$ cat config.mk
export PLATFORM = sky130hd
export DESIGN_NAME = humidity_temp_frame_decoder_top_flat
export DESIGN_NICKNAME = d
export VERILOG_FILES = /design/src/hw/rtl/htfd_pkg.sv /design/src/hw/rtl/htfd_ifs.sv /design/src/hw/rtl/humidity_temp_frame_decoder_top.sv /design/src/hw/rtl/htfd_front.sv /design/src/hw/rtl/htfd_queue.sv /design/src/hw/rtl/htfd_back.sv /design/src/flat_wrapper.sv
export SDC_FILE = /design/constraint.sdc
export NUM_CORES = 1
export LEC_CHECK = 0
export ABC_CLOCK_PERIOD_IN_PS = 17800
export BUFFER_PORTS_ARGS = -buffer_cell sky130_fd_sc_hd__buf_2
export CORE_ASPECT_RATIO = 0.75
export CORE_MARGIN = 5
export CORE_UTILIZATION = 45
export DETAILED_ROUTE_END_ITERATION = 10
export GPL_TIMING_DRIVEN = 0
export HOLD_SLACK_MARGIN = 0.15
export PLACE_DENSITY_LB_ADDON = 0.25
export REMOVE_ABC_BUFFERS = 1
export SYNTH_ARGS = -nofsm -noshare
export SYNTH_HDL_FRONTEND = slang
export SYNTH_SLANG_ARGS = --single-unit
$ cat constraint.sdc
create_clock -name clk -period 17.8 [get_ports clk]
set_clock_uncertainty 0.1 [all_clocks]
set_input_delay 1.78 -clock clk [delete_from_list [all_inputs] [get_ports clk]]
set_output_delay 1.78 -clock clk [all_outputs]
set_load 0.02 [all_outputs]
$ cat src/hw/rtl/htfd_pkg.sv
package htfd_pkg;

  localparam int TICK_W  = 16;
  localparam int FIELD_W = 15;
  localparam int PROD_W  = 31;

  localparam logic [7:0] CRC_INIT = 8'hFF;
  localparam logic [7:0] CRC_POLY = 8'h31;

  // Scale spans and offsets in hundredths
  localparam logic [FIELD_W-1:0] TEMP_SPAN   = 15'd17500;
  localparam logic [FIELD_W-1:0] TEMP_OFFSET = 15'd4500;
  localparam logic [FIELD_W-1:0] RH_SPAN     = 15'd12500;
  localparam logic [FIELD_W-1:0] RH_OFFSET   = 15'd600;

  localparam int QUEUE_DEPTH = 2;

  typedef struct packed {
    logic [TICK_W-1:0] temp_ticks;
    logic [TICK_W-1:0] hum_ticks;
    logic              ok;
  } htfd_job_t;

  function automatic logic [7:0] crc8_byte(input logic [7:0] crc, input logic [7:0] b);
    logic [7:0] c;
    c = crc ^ b;
    for (int k = 0; k < 8; k++) begin
      c = c[7] ? ((c << 1) ^ CRC_POLY) : (c << 1);
    end
    return c;
  endfunction

endpackage

$ cat src/hw/rtl/htfd_ifs.sv
interface htfd_in_if;
  logic       valid;
  logic       ready;
  logic [7:0] rx_byte;
  logic       frame_start;
  modport source (output valid, rx_byte, frame_start, input ready);
  modport sink   (input valid, rx_byte, frame_start, output ready);
endinterface

interface htfd_out_if import htfd_pkg::*; ();
  logic                      valid;
  logic                      ready;
  logic signed [FIELD_W-1:0] temp_centi;
  logic signed [FIELD_W-1:0] rh_centi;
  logic                      ok;
  modport source (output valid, temp_centi, rh_centi, ok, input ready);
  modport sink   (input valid, temp_centi, rh_centi, ok, output ready);
endinterface

$ cat src/hw/rtl/humidity_temp_frame_decoder_top.sv
// Channel  Dir  Beat payload                              Accept
// in_ch    in   rx_byte[7:0], frame_start                 valid && ready
// out_ch   out  temp_centi[14:0] s, rh_centi[14:0] s, ok  valid && ready
//
// One byte beat per cycle sustained; the front takes a byte every cycle while
// the queue has room. After the sixth byte a result passes through the queue
// slot, the product register (two 16x15 multiplies) and the output register.
// Reset (rst_n low, synchronous) clears frame position, queue and valids.
// Output stall backs up into the two-entry queue; the front only stalls when
// the queue is full, so up to four results can be in flight.
module humidity_temp_frame_decoder_top import htfd_pkg::*; (
  input  logic        clk,
  input  logic        rst_n,
  htfd_in_if.sink     in_ch,
  htfd_out_if.source  out_ch
);

  // Jobs from the byte tracker to the scaling pipeline
  logic      push_valid, push_ready;
  htfd_job_t push_job;
  logic      pop_valid, pop_ready;
  htfd_job_t pop_job;

  // Front: track frame position, run CRC, assemble words, emit one job per frame
  htfd_front u_front (
    .clk        (clk),
    .rst_n      (rst_n),
    .in_ch      (in_ch),
    .push_valid (push_valid),
    .push_ready (push_ready),
    .push_job   (push_job)
  );

  // Decouple front and back so each can stall on its own
  htfd_queue u_queue (
    .clk        (clk),
    .rst_n      (rst_n),
    .push_valid (push_valid),
    .push_ready (push_ready),
    .push_job   (push_job),
    .pop_valid  (pop_valid),
    .pop_ready  (pop_ready),
    .pop_job    (pop_job)
  );

  // Back: scale ticks to hundredths and drive the result beat
  htfd_back u_back (
    .clk       (clk),
    .rst_n     (rst_n),
    .pop_valid (pop_valid),
    .pop_ready (pop_ready),
    .pop_job   (pop_job),
    .out_ch    (out_ch)
  );

endmodule

$ cat src/hw/rtl/htfd_front.sv
module htfd_front import htfd_pkg::*; (
  input  logic      clk,
  input  logic      rst_n,
  htfd_in_if.sink   in_ch,
  output logic      push_valid,
  input  logic      push_ready,
  output htfd_job_t push_job
);

  typedef enum logic [2:0] {
    POS_T_HI, POS_T_LO, POS_T_CRC, POS_H_HI, POS_H_LO, POS_H_CRC
  } pos_t;

  pos_t              pos_r, pos_nxt, pos_eff;
  logic [7:0]        crc_r, crc_nxt;
  logic [7:0]        hi_r, hi_nxt;
  logic [TICK_W-1:0] temp_r, temp_nxt;
  logic [TICK_W-1:0] hum_r, hum_nxt;
  logic              temp_good_r, temp_good_nxt;
  logic              accept;

  assign in_ch.ready = push_ready;
  assign accept      = in_ch.valid && in_ch.ready;

  always_comb begin
    if (in_ch.frame_start) begin
      pos_eff = POS_T_HI;
    end else begin
      case (pos_r)
        POS_T_HI, POS_T_LO, POS_T_CRC, POS_H_HI, POS_H_LO, POS_H_CRC: pos_eff = pos_r;
        default: pos_eff = POS_T_HI;
      endcase
    end
  end

  assign push_valid          = in_ch.valid && (pos_eff == POS_H_CRC);
  assign push_job.temp_ticks = temp_r;
  assign push_job.hum_ticks  = hum_r;
  assign push_job.ok         = temp_good_r && (crc_r == in_ch.rx_byte);

  always_comb begin
    pos_nxt       = pos_r;
    crc_nxt       = crc_r;
    hi_nxt        = hi_r;
    temp_nxt      = temp_r;
    hum_nxt       = hum_r;
    temp_good_nxt = temp_good_r;
    if (accept) begin
      case (pos_eff)
        POS_T_HI: begin
          crc_nxt = crc8_byte(CRC_INIT, in_ch.rx_byte);
          hi_nxt  = in_ch.rx_byte;
          pos_nxt = POS_T_LO;
        end
        POS_T_LO: begin
          crc_nxt  = crc8_byte(crc_r, in_ch.rx_byte);
          temp_nxt = {hi_r, in_ch.rx_byte};
          pos_nxt  = POS_T_CRC;
        end
        POS_T_CRC: begin
          temp_good_nxt = (crc_r == in_ch.rx_byte);
          pos_nxt       = POS_H_HI;
        end
        POS_H_HI: begin
          crc_nxt = crc8_byte(CRC_INIT, in_ch.rx_byte);
          hi_nxt  = in_ch.rx_byte;
          pos_nxt = POS_H_LO;
        end
        POS_H_LO: begin
          crc_nxt = crc8_byte(crc_r, in_ch.rx_byte);
          hum_nxt = {hi_r, in_ch.rx_byte};
          pos_nxt = POS_H_CRC;
        end
        default: begin
          pos_nxt = POS_T_HI;
        end
      endcase
    end
  end

  always_ff @(posedge clk) begin
    if (!rst_n) begin
      pos_r <= POS_T_HI;
    end else begin
      pos_r <= pos_nxt;
    end
    crc_r       <= crc_nxt;
    hi_r        <= hi_nxt;
    temp_r      <= temp_nxt;
    hum_r       <= hum_nxt;
    temp_good_r <= temp_good_nxt;
  end

endmodule

$ cat src/hw/rtl/htfd_queue.sv
module htfd_queue import htfd_pkg::*; (
  input  logic      clk,
  input  logic      rst_n,
  input  logic      push_valid,
  output logic      push_ready,
  input  htfd_job_t push_job,
  output logic      pop_valid,
  input  logic      pop_ready,
  output htfd_job_t pop_job
);

  localparam int PTR_W = (QUEUE_DEPTH > 1) ? $clog2(QUEUE_DEPTH) : 1;
  localparam int CNT_W = $clog2(QUEUE_DEPTH + 1);

  htfd_job_t        mem_r [QUEUE_DEPTH];
  logic [PTR_W-1:0] wr_ptr_r, wr_ptr_nxt;
  logic [PTR_W-1:0] rd_ptr_r, rd_ptr_nxt;
  logic [CNT_W-1:0] cnt_r, cnt_nxt;
  logic             do_push, do_pop;

  assign push_ready = (cnt_r != CNT_W'(QUEUE_DEPTH));
  assign pop_valid  = (cnt_r != '0);
  assign pop_job    = mem_r[rd_ptr_r];
  assign do_push    = push_valid && push_ready;
  assign do_pop     = pop_valid && pop_ready;

  always_comb begin
    wr_ptr_nxt = wr_ptr_r;
    rd_ptr_nxt = rd_ptr_r;
    if (do_push) begin
      wr_ptr_nxt = (wr_ptr_r == PTR_W'(QUEUE_DEPTH - 1)) ? '0 : wr_ptr_r + 1'b1;
    end
    if (do_pop) begin
      rd_ptr_nxt = (rd_ptr_r == PTR_W'(QUEUE_DEPTH - 1)) ? '0 : rd_ptr_r + 1'b1;
    end
    cnt_nxt = cnt_r + CNT_W'(do_push) - CNT_W'(do_pop);
  end

  always_ff @(posedge clk) begin
    if (!rst_n) begin
      wr_ptr_r <= '0;
      rd_ptr_r <= '0;
      cnt_r    <= '0;
    end else begin
      wr_ptr_r <= wr_ptr_nxt;
      rd_ptr_r <= rd_ptr_nxt;
      cnt_r    <= cnt_nxt;
    end
  end

  always_ff @(posedge clk) begin
    if (do_push) begin
      mem_r[wr_ptr_r] <= push_job;
    end
  end

endmodule

$ cat src/hw/rtl/htfd_back.sv
module htfd_back import htfd_pkg::*; (
  input  logic      clk,
  input  logic      rst_n,
  input  logic      pop_valid,
  output logic      pop_ready,
  input  htfd_job_t pop_job,
  htfd_out_if.source out_ch
);

  logic                      s1_v_r, s1_v_nxt;
  logic [PROD_W-1:0]         temp_prod_r, rh_prod_r;
  logic                      s1_ok_r;
  logic                      out_v_r, out_v_nxt;
  logic signed [FIELD_W-1:0] temp_r, rh_r;
  logic                      ok_r;
  logic                      out_free;

  // floor(p / 65535) - off: with p = a*65536 + b, quotient is a plus one
  // when a + b reaches 65535 (a + b stays below twice the divisor).
  function automatic logic [FIELD_W-1:0] scale_div(input logic [PROD_W-1:0] p,
                                                   input logic [FIELD_W-1:0] off);
    logic [FIELD_W-1:0] a;
    logic [16:0]        sum;
    logic [FIELD_W-1:0] q;
    a   = p[PROD_W-1:16];
    sum = {2'b00, a} + {1'b0, p[15:0]};
    q   = a + FIELD_W'(sum >= 17'd65535);
    return q - off;
  endfunction

  assign out_free  = !out_v_r || out_ch.ready;
  assign pop_ready = !s1_v_r || out_free;
  assign s1_v_nxt  = pop_ready ? pop_valid : s1_v_r;
  assign out_v_nxt = out_free ? s1_v_r : out_v_r;

  always_ff @(posedge clk) begin
    if (!rst_n) begin
      s1_v_r  <= 1'b0;
      out_v_r <= 1'b0;
    end else begin
      s1_v_r  <= s1_v_nxt;
      out_v_r <= out_v_nxt;
    end
    if (pop_ready && pop_valid) begin
      temp_prod_r <= PROD_W'(pop_job.temp_ticks) * PROD_W'(TEMP_SPAN);
      rh_prod_r   <= PROD_W'(pop_job.hum_ticks) * PROD_W'(RH_SPAN);
      s1_ok_r     <= pop_job.ok;
    end
    if (out_free && s1_v_r) begin
      temp_r <= s1_ok_r ? scale_div(temp_prod_r, TEMP_OFFSET) : '0;
      rh_r   <= s1_ok_r ? scale_div(rh_prod_r, RH_OFFSET) : '0;
      ok_r   <= s1_ok_r;
    end
  end

  assign out_ch.valid      = out_v_r;
  assign out_ch.temp_centi = temp_r;
  assign out_ch.rh_centi   = rh_r;
  assign out_ch.ok         = ok_r;

`ifndef SYNTHESIS
  a_zero_when_bad: assert property (@(posedge clk) disable iff (!rst_n)
    (out_v_r && !ok_r) |-> (temp_r == '0 && rh_r == '0))
    else $error("failed frame carries nonzero values");

  a_temp_range: assert property (@(posedge clk) disable iff (!rst_n)
    (out_v_r && ok_r) |-> (temp_r >= -15'sd4500 && temp_r <= 15'sd13000))
    else $error("temperature out of range");

  a_rh_range: assert property (@(posedge clk) disable iff (!rst_n)
    (out_v_r && ok_r) |-> (rh_r >= -15'sd600 && rh_r <= 15'sd11900))
    else $error("humidity out of range");

  a_stage_held: assert property (@(posedge clk) disable iff (!rst_n)
    (s1_v_r && !out_free) |=> s1_v_r)
    else $error("product stage lost under stall");
`endif

endmodule

$ cat src/flat_wrapper.sv
// flat-port wrapper written by rule: the top's interface ports become plain ports
module humidity_temp_frame_decoder_top_flat import htfd_pkg::*;
  (clk, rst_n, in_ch_valid, in_ch_rx_byte, in_ch_frame_start, in_ch_ready, out_ch_valid, out_ch_temp_centi, out_ch_rh_centi, out_ch_ok, out_ch_ready);
  htfd_in_if in_ch_i ();
  htfd_out_if out_ch_i ();
  input  logic clk;
  input  logic rst_n;
  input wire logic [$bits(in_ch_i.valid)-1:0] in_ch_valid;
  input wire logic [$bits(in_ch_i.rx_byte)-1:0] in_ch_rx_byte;
  input wire logic [$bits(in_ch_i.frame_start)-1:0] in_ch_frame_start;
  output wire logic [$bits(in_ch_i.ready)-1:0] in_ch_ready;
  output wire logic [$bits(out_ch_i.valid)-1:0] out_ch_valid;
  output wire logic [$bits(out_ch_i.temp_centi)-1:0] out_ch_temp_centi;
  output wire logic [$bits(out_ch_i.rh_centi)-1:0] out_ch_rh_centi;
  output wire logic [$bits(out_ch_i.ok)-1:0] out_ch_ok;
  input wire logic [$bits(out_ch_i.ready)-1:0] out_ch_ready;
  assign in_ch_i.valid = in_ch_valid;
  assign in_ch_i.rx_byte = in_ch_rx_byte;
  assign in_ch_i.frame_start = in_ch_frame_start;
  assign in_ch_ready = in_ch_i.ready;
  assign out_ch_valid = out_ch_i.valid;
  assign out_ch_temp_centi = out_ch_i.temp_centi;
  assign out_ch_rh_centi = out_ch_i.rh_centi;
  assign out_ch_ok = out_ch_i.ok;
  assign out_ch_i.ready = out_ch_ready;
  humidity_temp_frame_decoder_top u_core (.clk(clk), .rst_n(rst_n), .in_ch(in_ch_i), .out_ch(out_ch_i));
endmodule
==> flow_summary.toml, run 1 <==
[clock_network]
cts_buffers = 24
ctsHoldBuffers = 0
cts_tree = "built"
worstSkewPairLatency_ns = 0.54
cts_max_path_buffers = 3
cts.sinks = 214
htree_num_levels = 1
cts-root-buf = "clkbuf_16"
cts_resized = 0
clk_pin_slew_ns = 0.07
post_cts_buffers = 0

[drt]
drc = 0
drtIter0Drc = 592
num_vias = 9646
wirelength_microns = 30550
vias_per_cell = 5.136
first_pass_iters = 5
wire_per_inst_microns = 16.27
final_antenna_net_count = 0

[min_path]
hold_path.class = "register to register"
min_from = "u_core.u_front.temp_r[2]$_DFFE_PP_"

[layout]
drive_above_1_share_pct = 9.078
diodes = 0
multi_input_area_sq_mm = 0.008571
syn2layout_area_growth_pct = 10.78
fillCellCount = 3070
seq_area_sq_mm = 0.006327
num-nets-final = 1737

[floorplan]
rows = 59
die_w_microns = 226.1
initial_core_util_pct = 45.51
dieArea_sq_mm = 0.03890
die_height_microns = 172.1
fp.coreArea_sq_mm = 0.03462
io_pins = 46

[global_route]
grt_max_degree = 34
track_usage_pct = 16.19
antenna_found_initial = 0
grt_pass1_wl_microns = 50830
grt_pass1_vias = 9660
overflow = 0

[setup_path]
crit_fanout = 33
cp.required_ns = 18.03
criticalPathCategory = "register to register"
start_kind = "register"
r2r_slack_ns = 11.20
critPathArrivalTime_ns = 6.83
end_kind = "register"

[sta]
drv_slew = 0
fin_tns_setup_ns = 0
setup_viol = 0
max_freq_ghz = 0.1515
hold_viol_final = 0
slew-limit-headroom_pct = 34.88
worst_pin_slew_ns = 0.9693
finalCritPeriodShare_pct = 37.09
layout_min_cycle_time_ns = 6.602
rsz0062_at_grt = "false"

[yosys]
ys.flop_type = "edfxtp_1"
ys_top_cells_by_area = "edfxtp_1 39%, ha_1 18%, fa_1 12%"
synthArstFlopShare_pct = 0
synth_top_area_share_pct = 38.88
syn_area_sq_mm = 0.01576
synth_top_area_cell = "edfxtp_1"
ys_warn_count = 0
synthCells = 1339
synth-edff-count = 204
synth-seq-cells = 214
avgSynthCellArea_sq_um = 11.77
synth.distinct_cells = 67
yosysSeqAreaShare_pct = 40.15

[outcome]
status = "completed"

[run]
cap_violations = 0

[place]
io_buffers = 45
gp_congestion = 0.8522
detailed_place_hpwl_microns = 24080
[area by class of cell]
class | count | area share, %
multi-input cells | 884 | 49.10
flip-flops and latches | 214 | 36.25
inverters | 226 | 4.860
clock buffers | 35 | 3.913
well taps | 457 | 3.276
repair buffers | 53 | 2.100
clock inverters | 9 | 0.5089
[Yosys cell counts, types with 3 or more instances]
master     instances
nor3_1            16
nand2_1           32
fa_1              91
mux2i_1            8
a21o_1            21
o211ai_1           4
dfxtp_1           10
ha_1             230
o21ai_0           33
nand4b_1           4
clkbuf_1          13
and2_1            31
a211oi_1           7
o31ai_1            7
and3_1            10
o21bai_1           3
a21oi_1           51
a2111oi_0          4
o31a_1             3
a22oi_1            4
nor2b_1           19
edfxtp_1         204
inv_1            226
nand4_1            5
nand2b_1           9
o21a_1            18
nor4_1             4
mux2_2            26
a31oi_1            9
xor2_1            38
nand3_1           16
xnor2_1           73
nand3b_1           3
or3_1              9
o21ai_1            4
a21boi_0           7
nor2_1            50
[metrics by stage]
step	util (%)	cell area, sq um	hold WS [ns]	setup slack [ns]	instances
5_1_grt	50.42	17460	0.3268	10.86	1878
3_5_place_dp	48.19	16680	0.3290	11.13	1834
2_1_floorplan	-	15700	0.3215	11.62	1324
3_3_place_gp	47.65	16500	0.3227	9.858	1826
4_1_cts	50.42	17460	0.3103	11.15	1878
6_report	50.42	17460	0.3259	11.20	1878
[worst paths after layout]
kind | end | depth (start not counted)
setup / recovery | u_core.u_back.temp_prod_r[28]$_DFFE_PP_ | 20
hold / removal | u_core.u_queue.mem_r[0][19]$_DFFE_PP_ | 0
setup reg to reg | u_core.u_back.temp_prod_r[28]$_DFFE_PP_ | 20
hold reg to reg | u_core.u_queue.mem_r[0][19]$_DFFE_PP_ | 0
[layout by cell type, fill, tap and decap left out, types with 8 or more instances in the layout]
master,instances
nor2_1,48
buf_2,45
and2_1,31
nand2_1,32
mux2i_1,8
xor2_1,38
xnor2_1,73
a31oi_1,9
nor2b_1,18
fa_1,91
o21a_1,18
or3_1,9
nor3_1,15
dfxtp_1,9
nand3_1,16
mux2_2,26
a21oi_1,50
inv_1,226
edfxtp_1,204
and3_1,10
o21ai_0,33
ha_1,230
clkbuf_1,8
a21o_1,21
clkbuf_16,25
nand2b_1,9
[routing by layer]
layer | vias to the layer above | global-route usage, % | share of wire (%)
met1 | 4638 | 25.58 | 54
met2 | 161 | 23.76 | 40
li1 | 4805 | - | -
met4 | 0 | 2.980 | 1.7
met5 | - | 0 | 0
met3 | 42 | 2.580 | 4.3
[cell families after synthesis]
logic type	Yosys count	synth area share [%]
simple gates	219	7.361
xor+xnor	111	6.170
flops	214	40.15
buf+inv	241	5.749
mux	34	2.366
fa+ha+maj	321	29.82
compound gates	199	8.385
[worst max-delay path, cell delays in order (launching register included)]
cell and delay, ns:
dfxtp_2 0.93, mux2i_1 0.48, inv_1 0.23, ha_1 0.34, inv_1 0.05, fa_1 0.50, inv_1 0.04, ha_1 0.32
fa_1 0.48, inv_1 0.05, fa_1 0.53, inv_1 0.04, ha_1 0.38, a21o_1 0.25, a21o_1 0.18, a21oi_1 0.16
o21ai_1 0.13, a2111o_1 0.44, o211ai_2 0.18, or4b_1 0.45, o311ai_1 0.12
[flip-flops by register name (all words and copies together), names as in the netlist, named ones only]
name and flops:
u_core.u_front.pos_r 3, u_core.u_front.hi_r 8, u_core.u_back.out_ch.ok 1, u_core.u_front.temp_good_r 1, u_core.u_front.crc_r 8, u_core.u_back.out_ch.rh_centi 15
u_core.u_back.s1_v_r 1, u_core.u_queue.mem_r 66, u_core.u_queue.rd_ptr_r 1, u_core.u_queue.cnt_r 2, u_core.u_back.rh_prod_r 28, u_core.u_front.temp_r 16
u_core.u_queue.wr_ptr_r 1, u_core.u_back.s1_ok_r 1, u_core.u_front.hum_r 16, u_core.u_back.out_ch.valid 1, u_core.u_back.out_ch.temp_centi 15, u_core.u_back.temp_prod_r 29
Power of run 1 is not shown: default switching activity piles up to over one toggle a cycle in this logic, so the estimate is an artifact.
==> inputs of run 2 (changes only) <==
--- a/config.mk
+++ b/config.mk
@@ -5,7 +5,7 @@
 export SDC_FILE = /design/constraint.sdc
 export NUM_CORES = 1
 export LEC_CHECK = 0
-export ABC_CLOCK_PERIOD_IN_PS = 17800
+export ABC_CLOCK_PERIOD_IN_PS = 5820
 export BUFFER_PORTS_ARGS = -buffer_cell sky130_fd_sc_hd__buf_2
 export CORE_ASPECT_RATIO = 0.75
 export CORE_MARGIN = 5
==> constraint.sdc (replaced) <==
create_clock -name clk -period 5.82 [get_ports clk]
set_clock_uncertainty 0.1 [all_clocks]
set_input_delay 0.582 -clock clk [delete_from_list [all_inputs] [get_ports clk]]
set_output_delay 0.582 -clock clk [all_outputs]
set_load 0.02 [all_outputs]
==> flow_summary.toml, run 2 (synthesized netlist as in run 1, its figures left out) <==
[outcome]
status = "completed"

[setup_path]
end_kind = "register"
criticalPathCategory = "register to register"
critPathArrivalTime_ns = 5.90
endpoint = "u_core.u_back.temp_prod_r[28]$_DFFE_PP_"
worstReg2RegEnd = "u_core.u_back.temp_prod_r[28]$_DFFE_PP_"
cp.required_ns = 6.05
crit_fanout = 6
start_kind = "register"
rr_worst_depth = 18
r2r_slack_ns = 0.15

[sta]
drv_slew = 0
hold_viol_final = 0
slew-limit-headroom_pct = 34.92
max_freq_ghz = 0.1763
rsz0062_at_grt = "true"
layout_min_cycle_time_ns = 5.671
fin_tns_setup_ns = 0
worst_pin_slew_ns = 0.9687
finalCritPeriodShare_pct = 97.44
setup_viol = 0

[place]
detailed_place_hpwl_microns = 24080
io_buffers = 45
gp_congestion = 0.8522
place_inst = 1834

[clock_network]
htree_num_levels = 1
clk_pin_slew_ns = 0.06
cts.sinks = 214
cts_tree = "built"
worstSkewPairLatency_ns = 0.54
cts-root-buf = "clkbuf_16"
cts_max_path_buffers = 3
cts_buffers = 24

[layout]
mostFrequentLayoutCell = "ha_1"
num-nets-final = 1760
diodes = 0
drive_above_1_share_pct = 12.53
top_regs = "u_core.u_queue.mem_r: 66 flops, u_core.u_back.temp_prod_r: 29 flops, u_core.u_back.rh_prod_r: 28 flops"
largest_reg_flops = 66
mostFrequentLayoutCells = "223 x ha_1, 221 x inv_1, 204 x edfxtp_1"
top_register = "u_core.u_queue.mem_r"
seq_area_sq_mm = 0.006330
multi_input_area_sq_mm = 0.008788
fillCellCount = 3027
utilization_pct = 51.73
syn2layout_area_growth_pct = 13.67
final-instance-count-excl-fill = 1901

[floorplan]
dieArea_sq_mm = 0.03890
die_height_microns = 172.1
die_w_microns = 226.1
io_pins = 46
rows = 59
initial_core_util_pct = 45.51
fp.coreArea_sq_mm = 0.03462

[global_route]
grt_pass1_wl_microns = 51210
track_usage_pct = 16.34
antenna_found_initial = 0
overflow = 0
grt_pass1_vias = 9698
grt_max_degree = 32

[min_path]
min_from = "rst_n"
hold_path.class = "primary input to register"

[drt]
final_antenna_net_count = 0
first_pass_iters = 5
wirelength_microns = 31290
wire_per_inst_microns = 16.46
drtIter0Drc = 622
drc = 0
num_vias = 9783
vias_per_cell = 5.146

[run]
cap_violations = 0
[run 2: cell count changes in the layout (fill, tap and decap cells not counted), moves of 6 or more]
cell	before	now
mux2_2	26	16
ha_1	230	223
buf_4	2	20
mux2i_1	8	2
mux2_4	0	10
[run 2: timing repair]
item                                    in CTS  in global routing
setup buffers                                5                 17
pin swaps                                    0                  6
gates resized for setup                     12                 37
gates cloned                                 0                  1
hold buffers                                 0                  0
endpoints found under the setup margin      18                 10
[run 2: worst min-delay path by stage]
stage / endpoint / depth (start not counted)
2_1_floorplan: u_core.u_front.hum_r[10]$_DFFE_PP_ / 0
3_3_place_gp: u_core.u_queue.mem_r[0][4]$_DFFE_PP_ / 0
3_5_place_dp: u_core.u_queue.mem_r[1][24]$_DFFE_PP_ / 0
4_1_cts: u_core.u_back.out_ch.valid$_SDFFE_PN0P_ / 2
5_1_grt: u_core.u_back.out_ch.valid$_SDFFE_PN0P_ / 2
6_report: u_core.u_back.out_ch.valid$_SDFFE_PN0P_ / 2
[run 2: worst max-delay path, stage by stage (launching register included)]
cell	delay, ns
dfxtp_4	0.47
buf_12	0.15
buf_4	0.10
mux2_2	0.43
ha_1	0.36
fa_1	0.52
fa_1	0.54
inv_1	0.05
fa_1	0.53
inv_1	0.07
ha_4	0.26
a21o_1	0.20
a21o_1	0.19
a21oi_2	0.17
o21ai_2	0.10
a2111o_1	0.42
o211ai_2	0.20
or4b_4	0.48
o311ai_2	0.11
[run 2: routing by layer]
layer	vias up	track usage, %	part of all wire [%]
met4	0	2.980	1.5
li1	4864	-	-
met5	-	0	0
met2	169	24.00	40
met1	4714	25.84	54
met3	36	2.580	4.5
[run 2: cell type report]
type,instances,share of cell area (%)
multi-input cells,884,49.07
flip-flops and latches,214,35.34
inverters,226,4.750
clock buffers,35,3.814
repair buffers,76,3.339
well taps,457,3.192
clock inverters,9,0.4960
[run 2: per-stage QoR]
step           worst slack, ns  cell area (sq um)  hold WS [ns]
3_3_place_gp            -1.342              16500        0.3227
4_1_cts               0.008083              17550        0.2622
3_5_place_dp           -0.8452              16680        0.3290
5_1_grt               -0.03460              17910        0.2707
2_1_floorplan          -0.3497              15700        0.3215
6_report                0.1491              17910        0.2771
Power of run 2 is left out for the same reason.
==> inputs of run 3 (changes only) <==
--- a/config.mk
+++ b/config.mk
@@ -7,12 +7,11 @@
 export LEC_CHECK = 0
 export ABC_CLOCK_PERIOD_IN_PS = 5820
 export BUFFER_PORTS_ARGS = -buffer_cell sky130_fd_sc_hd__buf_2
-export CORE_ASPECT_RATIO = 0.75
+export CORE_ASPECT_RATIO = 1.2
 export CORE_MARGIN = 5
 export CORE_UTILIZATION = 45
 export DETAILED_ROUTE_END_ITERATION = 10
 export GPL_TIMING_DRIVEN = 0
-export HOLD_SLACK_MARGIN = 0.15
 export PLACE_DENSITY_LB_ADDON = 0.25
 export REMOVE_ABC_BUFFERS = 1
 export SYNTH_ARGS = -nofsm -noshare
==> flow_summary.toml, run 3 (synthesized netlist as in run 1, its figures left out) <==
[min_path]
holdPathEnd = "u_core.u_front.temp_r[4]$_DFFE_PP_"
hold_path.class = "primary input to register"
min_from = "in_ch_rx_byte[4]"
hold_path_depth = 1

[place]
io_buffers = 45
postPlaceCellArea_sq_mm = 0.01668
detailed_place_hpwl_microns = 22300
gp_congestion = 0.8431

[sta]
slew-limit-headroom_pct = 42.82
rsz0062_at_grt = "true"
layout_min_cycle_time_ns = 5.626
hold_viol_final = 0
drv_slew = 0
setup_viol = 0
finalCritPeriodShare_pct = 96.67
worst_pin_slew_ns = 0.8530
max_freq_ghz = 0.1777

[drt]
vias_per_cell = 4.987
first_pass_iters = 4
final_antenna_net_count = 0
wirelength_microns = 28530
wire_per_inst_microns = 15.08
drc = 0
num_vias = 9435
drtIter0Drc = 343

[setup_path]
cp_cell_sequence = "buf_12, buf_16, mux2_2, ha_1, ha_1, inv_1, fa_1, inv_1, fa_1, inv_1, fa_1, inv_1, ha_1, a21oi_1, nor2b_1, o31a_1, a211oi_4, o21ai_1, a21oi_1, xnor2_1"
r2r_slack_ns = 0.19
rr_worst_depth = 20
worstReg2RegEnd = "u_core.u_back.rh_prod_r[29]$_DFFE_PP_"
cpPeakStageDelay_ns = 0.54
critPathArrivalTime_ns = 5.76
end_kind = "register"
criticalPathCategory = "register to register"
start_kind = "register"
cp_top_family = "adder cells"
crit_buf_inv = 6
cp_slowest_cell = "fa_1"
cp.required_ns = 5.95
crit_fanout = 16
cpMostUsedCell = "inv_1"

[layout]
drive_above_1_share_pct = 11.19
diodes = 0
multi_input_area_sq_mm = 0.008757
finalInstanceArea_sq_mm = 0.01774
seq_area_sq_mm = 0.006330
largest_reg_flops = 66
top_register = "u_core.u_queue.mem_r"
mostFrequentLayoutCell = "ha_1"
fillCellCount = 2998
mostFrequentLayoutCells = "225 x ha_1, 222 x inv_1, 204 x edfxtp_1"
num-nets-final = 1748
top_regs = "u_core.u_queue.mem_r: 66 flops, u_core.u_back.temp_prod_r: 29 flops, u_core.u_back.rh_prod_r: 28 flops"
syn2layout_area_growth_pct = 12.58

[global_route]
overflow = 0
grt_max_degree = 34
antenna_found_initial = 0
grt_pass1_wl_microns = 48410
track_usage_pct = 14.82
grt_pass1_vias = 9793

[clock_network]
htree_num_levels = 1
cts_max_path_buffers = 3
cts_buffers = 22
cts-root-buf = "clkbuf_16"
cts_tree = "built"
worstSkewPairLatency_ns = 0.50
clk_pin_slew_ns = 0.07
cts.sinks = 214

[floorplan]
dieArea_sq_mm = 0.03888
io_pins = 46
fp.coreArea_sq_mm = 0.03481
initial_core_util_pct = 45.26
rows = 75
die_height_microns = 215.0
die_w_microns = 180.8

[outcome]
status = "completed"

[run]
cap_violations = 0
==> run 3: cell count changes in the layout (fill, tap and decap cells not counted), moves of 3 or more <==
cell / before / now
clkinv_1: 1 / 7
buf_4: 20 / 12
ha_4: 5 / 2
clkbuf_16: 26 / 23
clkbuf_1: 8 / 1
==> run 3: worst max-delay path by stage <==
stage                         from                                 endpoint  slack, ns  cells after the start
after floorplan           register  u_core.u_back.temp_prod_r[28]$_DFFE_PP_      -0.35                     20
after global placement    register  u_core.u_back.temp_prod_r[28]$_DFFE_PP_      -1.30                     20
after detailed placement  register  u_core.u_back.temp_prod_r[28]$_DFFE_PP_      -0.75                     20
after CTS                 register  u_core.u_back.temp_prod_r[28]$_DFFE_PP_      0.002                     20
after global routing      register  u_core.u_back.temp_prod_r[28]$_DFFE_PP_      -0.03                     21
final                     register    u_core.u_back.rh_prod_r[29]$_DFFE_PP_       0.19                     20
==> run 3: worst register-to-register path, cell delays in order, from the launching register on <==
cell	delay [ns]
dfxtp_4	0.44
buf_12	0.18
buf_16	0.18
mux2_2	0.42
ha_1	0.22
ha_1	0.32
inv_1	0.08
fa_1	0.54
inv_1	0.06
fa_1	0.53
inv_1	0.05
fa_1	0.52
inv_1	0.04
ha_1	0.35
a21oi_1	0.18
nor2b_1	0.07
o31a_1	0.35
a211oi_4	0.31
o21ai_1	0.11
a21oi_1	0.18
xnor2_1	0.12
==> run 3: timing repair <==
| action | in CTS | in global routing |
|---|---|---|
| resized for setup | 8 | 35 |
| hold buffers | 0 | 0 |
| pin swaps | 0 | 5 |
| endpoints found under the setup margin | 17 | 8 |
| setup buffers | 4 | 9 |
==> run 3: area by class of cell <==
type                    count  area share (%)
inverters                 226           4.796
flip-flops and latches    214           35.68
well taps                 462           3.259
clock buffers              24           3.266
clock inverters            16          0.8746
repair buffers             66           2.758
multi-input cells         884           49.37
==> run 3: metal layers <==
layer / track usage, % / part of all wire, %
met5: 0 / 0
met2: 25.70 / 49
met4: 3.681 / 2.1
met1: 19.92 / 46
met3: 1.759 / 3.4
==> run 3: per-stage QoR <==
step / util [%] / hold WS (ns) / instances / setup WS, ns / TNS, ns
5_1_grt: 50.95 / 0.2849 / 1892 / -0.03370 / -0.06462
4_1_cts: 50.26 / 0.2685 / 1883 / 0.001962 / 0
2_1_floorplan: - / 0.3215 / 1324 / -0.3497 / -0.7054
6_report: 50.95 / 0.2859 / 1892 / 0.1936 / 0
3_3_place_gp: 47.40 / 0.3223 / 1831 / -1.302 / -17.68
3_5_place_dp: 47.90 / 0.3315 / 1839 / -0.7534 / -3.934
Power of run 3 is left out for the same reason.
